### src/hw/rtl/zcsp_pkg.sv
// ----------------------------------------------------------------------------
// zcsp_pkg
// Shared constants, register indexes and types of the zoned step positioner.
// ----------------------------------------------------------------------------
package zcsp_pkg;

  localparam int ANGLE_FRACTION_BITS = 10;
  localparam int ANGLE_W             = 19;
  localparam int STEP_W              = 16;
  localparam int CFG_W               = 19;
  localparam int CFG_IDX_W           = 2;
  localparam int OFS_W               = 22;

  localparam logic [ANGLE_W-1:0] FULL_TURN   = ANGLE_W'(360 << ANGLE_FRACTION_BITS);
  localparam logic [OFS_W-1:0]   HALF_DEGREE = OFS_W'(1 << (ANGLE_FRACTION_BITS - 1));
  localparam logic [OFS_W-1:0]   ROUND_BIAS  = OFS_W'(1 << (ANGLE_FRACTION_BITS - 2));
  localparam logic [OFS_W-1:0]   ROUND_MASK  = ~(HALF_DEGREE - OFS_W'(1));

  localparam logic [STEP_W-1:0]  STEP_RESET  = STEP_W'(1843);
  localparam logic [ANGLE_W-1:0] LOW_RESET   = ANGLE_W'(92160);
  localparam logic [ANGLE_W-1:0] HIGH_RESET  = ANGLE_W'(276480);

  typedef enum logic [CFG_IDX_W-1:0] {
    REG_STEP_ANGLE = 2'd0,
    REG_LOW_LIMIT  = 2'd1,
    REG_HIGH_LIMIT = 2'd2
  } cfg_reg_t;

  typedef struct packed {
    logic               high;
    logic               clamped;
    logic [ANGLE_W-1:0] value;
  } zone_t;

endpackage

### src/hw/rtl/zcsp_zone.sv
// ----------------------------------------------------------------------------
// zcsp_zone
// Zone classifier: low, high or forbidden arc, clamping by the limit midpoint.
// ----------------------------------------------------------------------------
module zcsp_zone import zcsp_pkg::*; (
  input  logic [ANGLE_W-1:0] angle,
  input  logic [ANGLE_W-1:0] low_limit,
  input  logic [ANGLE_W-1:0] high_limit,
  output zone_t              zone
);

  logic below;
  logic above;
  logic upper_half;

  assign below      = angle < low_limit;
  assign above      = (angle > high_limit) && (angle <= FULL_TURN);
  assign upper_half = {angle, 1'b0} >= ({1'b0, low_limit} + {1'b0, high_limit});

  always_comb begin
    if (below) begin
      zone = '{high: 1'b0, clamped: 1'b0, value: angle};
    end else if (above) begin
      zone = '{high: 1'b1, clamped: 1'b0, value: angle};
    end else if (upper_half) begin
      zone = '{high: 1'b1, clamped: 1'b1, value: high_limit};
    end else begin
      zone = '{high: 1'b0, clamped: 1'b1, value: low_limit};
    end
  end

endmodule

### src/hw/rtl/zcsp_step_calc.sv
// ----------------------------------------------------------------------------
// zcsp_step_calc
// Offset, pulse decision and wrapped one-step position update.
// ----------------------------------------------------------------------------
module zcsp_step_calc import zcsp_pkg::*; (
  input  zone_t              target_zone,
  input  zone_t              pos_zone,
  input  logic [ANGLE_W-1:0] position,
  input  logic [STEP_W-1:0]  step_angle,
  output logic               pulse,
  output logic               direction,
  output logic [ANGLE_W-1:0] position_next
);

  logic signed [OFS_W-1:0] t;
  logic signed [OFS_W-1:0] p;
  logic signed [OFS_W-1:0] full;
  logic signed [OFS_W-1:0] diff;
  logic [OFS_W-1:0]        diff_mag;
  logic [OFS_W-1:0]        rounded;
  logic signed [OFS_W-1:0] offset;
  logic                    neg;
  logic [OFS_W-1:0]        mag;
  logic [ANGLE_W:0]        fwd_sum;
  logic [ANGLE_W:0]        back_sum;

  assign t    = $signed(OFS_W'(target_zone.value));
  assign p    = $signed(OFS_W'(position));
  assign full = $signed(OFS_W'(FULL_TURN));

  assign diff     = t - p;
  assign diff_mag = diff[OFS_W-1] ? OFS_W'(-diff) : OFS_W'(diff);
  assign rounded  = (diff_mag + ROUND_BIAS) & ROUND_MASK;

  always_comb begin
    if (target_zone.high == pos_zone.high) begin
      offset = diff[OFS_W-1] ? -$signed(rounded) : $signed(rounded);
    end else if (target_zone.high) begin
      offset = t - full - p;
    end else begin
      offset = full - p + t;
    end
  end

  assign neg       = offset[OFS_W-1];
  assign mag       = neg ? OFS_W'(-offset) : OFS_W'(offset);
  assign pulse     = {mag, 1'b0} >= (OFS_W+1)'(step_angle);
  assign direction = !(neg && pulse);

  // step is always below a full turn at this fraction width
  assign fwd_sum  = {1'b0, position} + (ANGLE_W+1)'(step_angle);
  assign back_sum = {1'b0, position} + {1'b0, FULL_TURN} - (ANGLE_W+1)'(step_angle);

  always_comb begin
    if (!pulse) begin
      position_next = position;
    end else if (neg) begin
      position_next = (back_sum >= {1'b0, FULL_TURN}) ? ANGLE_W'(back_sum - {1'b0, FULL_TURN})
                                                       : back_sum[ANGLE_W-1:0];
    end else begin
      position_next = (fwd_sum >= {1'b0, FULL_TURN}) ? ANGLE_W'(fwd_sum - {1'b0, FULL_TURN})
                                                      : fwd_sum[ANGLE_W-1:0];
    end
  end

endmodule

### src/hw/rtl/zoned_circular_step_positioner.sv
// ----------------------------------------------------------------------------
// zoned_circular_step_positioner
// Clamps targets out of the forbidden arc and issues at most one step each.
//
//   channel   dir  fields
//   s_*       in   target_angle
//   m_*       out  step_pulse, step_direction, position_angle_out,
//                  target_was_clamped
//   cfg_*     in   step_angle, low_zone_limit, high_zone_limit
//
// One item per cycle unless the result side stalls; input register, then result register.
// The position loop (classify, offset, wrap) is combinational, closed by the position register.
// The input register accepts while a result waits, until both are full.
// Reset: position zero, direction one, limits and step to defaults.
// ----------------------------------------------------------------------------
module zoned_circular_step_positioner import zcsp_pkg::*; (
  input  logic                 clk,
  input  logic                 rst,
  input  logic                 s_tvalid,
  output logic                 s_tready,
  input  logic [23:0]          s_tdata,   // [18:0] target_angle
  output logic                 m_tvalid,
  input  logic                 m_tready,
  output logic [23:0]          m_tdata,   // [0] step_pulse, [1] step_direction,
                                          // [20:2] position_angle_out,
                                          // [21] target_was_clamped
  input  logic                 cfg_we,
  input  logic [CFG_IDX_W-1:0] cfg_index,
  input  logic [CFG_W-1:0]     cfg_data
);

  logic [STEP_W-1:0]  step_angle;
  logic [ANGLE_W-1:0] low_limit;
  logic [ANGLE_W-1:0] high_limit;
  logic [ANGLE_W-1:0] position;

  logic               in_valid;
  logic [ANGLE_W-1:0] in_target;
  logic               advance;

  zone_t              target_zone;
  zone_t              pos_zone;
  logic               pulse;
  logic               direction;
  logic [ANGLE_W-1:0] position_next;

  logic               out_pulse;
  logic               out_direction;
  logic [ANGLE_W-1:0] out_position;
  logic               out_clamped;

  always_ff @(posedge clk) begin
    if (rst) begin
      step_angle <= STEP_RESET;
      low_limit  <= LOW_RESET;
      high_limit <= HIGH_RESET;
    end else if (cfg_we) begin
      case (cfg_reg_t'(cfg_index))
        REG_STEP_ANGLE: step_angle <= cfg_data[STEP_W-1:0];
        REG_LOW_LIMIT:  low_limit  <= cfg_data[ANGLE_W-1:0];
        REG_HIGH_LIMIT: high_limit <= cfg_data[ANGLE_W-1:0];
        default: ;
      endcase
    end
  end

  assign advance  = in_valid && (!m_tvalid || m_tready);
  assign s_tready = !in_valid || advance;

  always_ff @(posedge clk) begin
    if (rst) begin
      in_valid <= 1'b0;
    end else if (s_tready) begin
      in_valid <= s_tvalid;
    end
  end

  always_ff @(posedge clk) begin
    if (s_tready && s_tvalid) begin
      in_target <= s_tdata[ANGLE_W-1:0];
    end
  end

  zcsp_zone u_target_zone (
    .angle      (in_target),
    .low_limit  (low_limit),
    .high_limit (high_limit),
    .zone       (target_zone)
  );

  zcsp_zone u_pos_zone (
    .angle      (position),
    .low_limit  (low_limit),
    .high_limit (high_limit),
    .zone       (pos_zone)
  );

  zcsp_step_calc u_step_calc (
    .target_zone   (target_zone),
    .pos_zone      (pos_zone),
    .position      (position),
    .step_angle    (step_angle),
    .pulse         (pulse),
    .direction     (direction),
    .position_next (position_next)
  );

  always_ff @(posedge clk) begin
    if (rst) begin
      position      <= '0;
      out_direction <= 1'b1;
      m_tvalid      <= 1'b0;
    end else begin
      if (advance) begin
        position      <= position_next;
        out_direction <= direction;
        m_tvalid      <= 1'b1;
      end else if (m_tready) begin
        m_tvalid      <= 1'b0;
      end
    end
  end

  always_ff @(posedge clk) begin
    if (advance) begin
      out_pulse    <= pulse;
      out_position <= position_next;
      out_clamped  <= target_zone.clamped;
    end
  end

  assign m_tdata = {2'b00, out_clamped, out_position, out_direction, out_pulse};

endmodule

### config.mk
export PLATFORM = sky130hd
export DESIGN_NAME = zoned_circular_step_positioner
export DESIGN_NICKNAME = d
export VERILOG_FILES = /design/src/hw/rtl/zcsp_pkg.sv /design/src/hw/rtl/zcsp_zone.sv /design/src/hw/rtl/zcsp_step_calc.sv /design/src/hw/rtl/zoned_circular_step_positioner.sv
export SDC_FILE = /design/constraint.sdc
export NUM_CORES = 1
export LEC_CHECK = 0
export ABC_CLOCK_PERIOD_IN_PS = 15900
export BUFFER_PORTS_ARGS = -buffer_cell sky130_fd_sc_hd__buf_4
export CAP_MARGIN = 10
export CORE_MARGIN = 2
export CORE_UTILIZATION = 58
export DETAILED_ROUTE_END_ITERATION = 8
export PLACE_DENSITY = 0.74
export SETUP_SLACK_MARGIN = 0.02
export SLEW_MARGIN = 10
export SYNTH_ARGS = -nofsm -noshare
export SYNTH_HDL_FRONTEND = slang
export SYNTH_SLANG_ARGS = --single-unit
### constraint.sdc
create_clock -name clk -period 15.9 [get_ports clk]
set_input_delay 0.795 -clock clk [delete_from_list [all_inputs] [get_ports clk]]
set_output_delay 0.795 -clock clk [all_outputs]
set_load 0.01 [all_outputs]
==> flow_summary.rst <==
.. list-table::
   :header-rows: 1

   * - Metric
     - Value
   * - Final core utilization
     - 63.8%
   * - Tot Pwr
     - 4.22 mW
   * - Setup Fix Bufs, Post-CTS
     - 0
   * - Count of antenna-violating nets left after detailed routing
     - 0
   * - Wirelength per Cell
     - 19.3 um
   * - Ys Warns
     - 0
   * - Largest family of logic cells by synthesized area
     - compound AO/OA/AOI/OAI gates
   * - Fraction of layout cells with a size suffix above 1
     - 8.70%
   * - Count of nets after finishing
     - 2343
   * - Adder-Cell Fraction of Synth Area
     - 20.2%
   * - Async S/R FF share, synth
     - 0%
   * - Maximum fanout count along the critical path
     - 29
   * - Min-Delay Endpoint
     - step_angle[12]
   * - Starting utilization of the core area
     - 58.6%
   * - Origin of the critical flop-to-flop path
     - high_limit[0]
   * - Compound-gate portion of the synthesized area
     - 27.0%
   * - Cell with the most instances on the worst path
     - sky130_fd_sc_hd__a21oi_1
   * - Shortest clock period the worst path allows after layout
     - 14530 ps
   * - Post-DP HPWL
     - 36900 um
   * - Status
     - completed
   * - Total Routed Length
     - 46200 um
   * - Count of cell types in the netlist
     - 102
   * - Leakage
     - 7.42 nW
   * - Routed via count
     - 15278
   * - Routability congestion estimate from global placement
     - 0.963
   * - Net switching share of the total power
     - 53.3%
   * - Setup slack on the worst flop-to-flop path
     - 1370 ps
   * - Number of DRC markers after the initial detailed-route iteration
     - 1216
   * - Sequential share of power
     - 11.4%
   * - Full die area
     - 0.0283 mm^2
   * - Die Y
     - 168 um
   * - Fraction of the cycle the final worst path needs
     - 91.4%
   * - Post-synthesis area per instance
     - 7.78 um^2
   * - Vias in the first global route
     - 14346
   * - Total Negative Setup Slacks
     - 0 ps
   * - Global-route wire length before repair
     - 73100 um
   * - Pwr/cell area
     - 248 mW/mm^2
   * - Data required time of the worst path
     - 16080 ps
   * - Number of cell rows
     - 60
   * - RSZ-0062 raised after global routing
     - no
   * - Number of antenna violations at the first check in global routing
     - 0
   * - Relative area change from synthesis to final layout
     - 8.89%
   * - Tot GR Track Use
     - 32.1%
   * - Number of hold-repair buffers added at the cts stage
     - 0
   * - Pin count of the biggest net entering global routing
     - 62
   * - Peak supply drop
     - 0.141 mV
   * - R2r worst-path depth
     - 57
   * - Comb pwr share
     - 79.3%
   * - Buffers added on ports
     - 68
   * - Die X
     - 168 um
   * - Endpoint kind of the worst setup timing path
     - register
   * - Clock transition at the registers of the reported paths
     - 60 ps
   * - H-tree level count
     - 4
   * - Number of detailed-route iterations in the first pass
     - 6
   * - Net switching power of the design
     - 2.25 mW
   * - CTS Root Buffer Type
     - sky130_fd_sc_hd__clkbuf_16
   * - Residual DRC
     - 0
   * - Reg-to-Reg End
     - out_position[12]
   * - Fmax
     - 0.0688 GHz
   * - Worst hold path stage count
     - 2
   * - Total number of clock tree sinks
     - 116
   * - Largest incremental delay on the critical path
     - 690 ps
   * - Skew-Pair Late Insertion Delay
     - 430 ps
   * - Synthesized netlist cell count
     - 2011
   * - Cell internal pwr
     - 1.97 mW
   * - Max Buffers Root-to-Sink
     - 2
   * - Antenna diode instance count
     - 0
   * - Remaining global-route overflow
     - 0
   * - Number of endpoints with negative hold slack in the final report
     - 0
   * - Largest clock skew in the final design
     - 8.49 ps
   * - Sequential-to-total area share from yosys stat
     - 17.4%
   * - FF+latch count, synth
     - 116
   * - Total setup violations reported at the end of the flow
     - 0
   * - IO Count
     - 76
   * - Cell area after synthesis
     - 0.0157 mm^2
   * - CP max-delay cell
     - sky130_fd_sc_hd__a221oi_1
   * - Transition time of the tightest slew-check pin
     - 1010 ps
   * - Standard cell area after detailed placement
     - 0.0164 mm^2
   * - Count of flip-flops with a built-in enable after synthesis
     - 40
   * - Rel. slew slack
     - 32.0%
   * - Signal arrival time at the worst endpoint
     - 14710 ps
   * - Summed area of non-filler cells in the final layout
     - 0.0170 mm^2
   * - Clock tree from TritonCTS
     - built
   * - Final Max Tran Viols
     - 0
   * - Gates resized, CTS repair
     - 0
   * - XOR/XNOR Fraction of Synth Area
     - 7.69%
   * - Core region area
     - 0.0267 mm^2
   * - Path type of the worst setup path
     - register to register
   * - Simple-Gate Fraction of Synth Area
     - 19.4%
   * - Mux cell area share after synthesis
     - 3.06%
   * - Max-cap violations
     - 0
   * - HP Start
     - step_angle[12]
   * - Crit start category
     - register
   * - Mean number of vias per cell
     - 6.37
   * - Clock Power Share
     - 9.3%
   * - Path category of the worst min-delay check
     - register to register
   * - Most used DFF post-synth
     - sky130_fd_sc_hd__dfxtp_1
   * - Number of buffers created by CTS
     - 17
worst max-delay path by stage:
stage,from,to,slack [ps],depth (start not counted)
after floorplan,low_limit[0],out_position[18],3680,61
after global placement,high_limit[0],out_position[12],1910,54
after detailed placement,high_limit[0],out_position[12],1700,54
after CTS,high_limit[0],out_position[12],1640,54
after global routing,high_limit[0],out_position[12],610,57
final,high_limit[0],out_position[12],1370,57
sequential cells by signal, summed over array words and instances (netlist names):
name / count
high_limit: 19
out_direction: 1
m_tvalid: 1
out_clamped: 1
low_limit: 19
step_angle: 16
in_target: 19
in_valid: 1
out_pulse: 1
out_position: 19
position: 19
synthesized netlist by cell type, drive strengths merged (9+ instances only):
cell	n	area, um^2
a31oi	18	113
o21ai	117	586
nor4	13	111
o31a	9	78.8
or2	9	56.3
buf	24	135
a211o	9	78.8
mux2i	31	310
o22ai	11	75.1
dfxtp	76	1520
nor2	142	533
xor2	41	359
inv	130	488
a211oi	32	263
o211ai	36	285
ha	244	3050
or3	16	105
nand4	20	125
nand2	225	845
edfxtp	40	1200
o21bai	19	143
and3	15	93.8
xnor2	93	822
o21a	35	263
nand3	40	200
clkbuf	48	180
nor2b	25	156
and4	9	78.8
nand2b	30	188
mux2	15	169
nor3	47	240
and2	16	100
a21o	54	405
o2111ai	10	87.6
a21oi	187	943
o31ai	10	75.1
per-layer routing:
layer,vias to the layer above,global-route usage (%),share of wire [%]
li1,7433,-,-
met1,7178,41.0,43
met2,557,55.6,48
met3,110,3.10,5.7
met4,0,13.2,3.9
met5,-,0,0
area by class of cell:
type,count,area (um^2)
sequential,116,2720
clock buffer,17,425
inverter,131,492
fill,2362,9680
tap,341,427
clock inverter,15,171
multi-input combinational,1693,12200
timing repair buffer,85,638
cell families after synthesis:
logic type      count (synthesis)
compound gates                630
simple gates                  630
fa+ha+maj                     250
buf+inv                       203
xor+xnor                      135
flops                         116
mux                            46
other cells                     1
cell usage in the layout, fill, tap and decap left out, types with 24 or more instances in the layout:
cell	n
sky130_fd_sc_hd__a211oi_1	29
sky130_fd_sc_hd__a21o_1	54
sky130_fd_sc_hd__a21oi_1	184
sky130_fd_sc_hd__buf_4	85
sky130_fd_sc_hd__dfxtp_1	76
sky130_fd_sc_hd__edfxtp_1	40
sky130_fd_sc_hd__ha_1	244
sky130_fd_sc_hd__inv_1	128
sky130_fd_sc_hd__mux2i_1	31
sky130_fd_sc_hd__nand2_1	225
sky130_fd_sc_hd__nand2b_1	30
sky130_fd_sc_hd__nand3_1	40
sky130_fd_sc_hd__nor2_1	142
sky130_fd_sc_hd__nor2b_1	24
sky130_fd_sc_hd__nor3_1	46
sky130_fd_sc_hd__o211ai_1	33
sky130_fd_sc_hd__o21a_1	35
sky130_fd_sc_hd__o21ai_0	106
sky130_fd_sc_hd__xnor2_1	92
sky130_fd_sc_hd__xor2_1	41
power groups by stage:
stage | Sequential, mW | Clock (mW) | Combinational [mW]
6_report | 0.481 | 0.394 | 3.35
5_1_grt | 0.487 | 0.410 | 3.67
4_1_cts | 0.478 | 0.399 | 3.29
3_5_place_dp | 0.484 | 0 | 3.26
3_3_place_gp | 0.480 | 0 | 3.19
2_1_floorplan | 0.449 | 0 | 2.53
per-stage QoR:
stage	hold WS, ps	std cells	worst slack, ps
6_report	473	2398	1370
4_1_cts	474	2398	1640
3_5_place_dp	466	2366	1700
5_1_grt	499	2398	606
3_3_place_gp	461	2366	1910
2_1_floorplan	454	2012	3680
worst max-delay path: cells and delay by family (launching register included):
family / cells / cell delay, ps
flip-flops: 1 / 370
buffers and inverters: 4 / 1100
AND/OR/NAND/NOR: 13 / 2270
AO/OA/AOI/OAI: 29 / 6800
multiplexers: 1 / 410
XOR/XNOR: 3 / 860
adder cells (fa/ha/maj): 7 / 2390
Power figures use the tool's default switching activity.
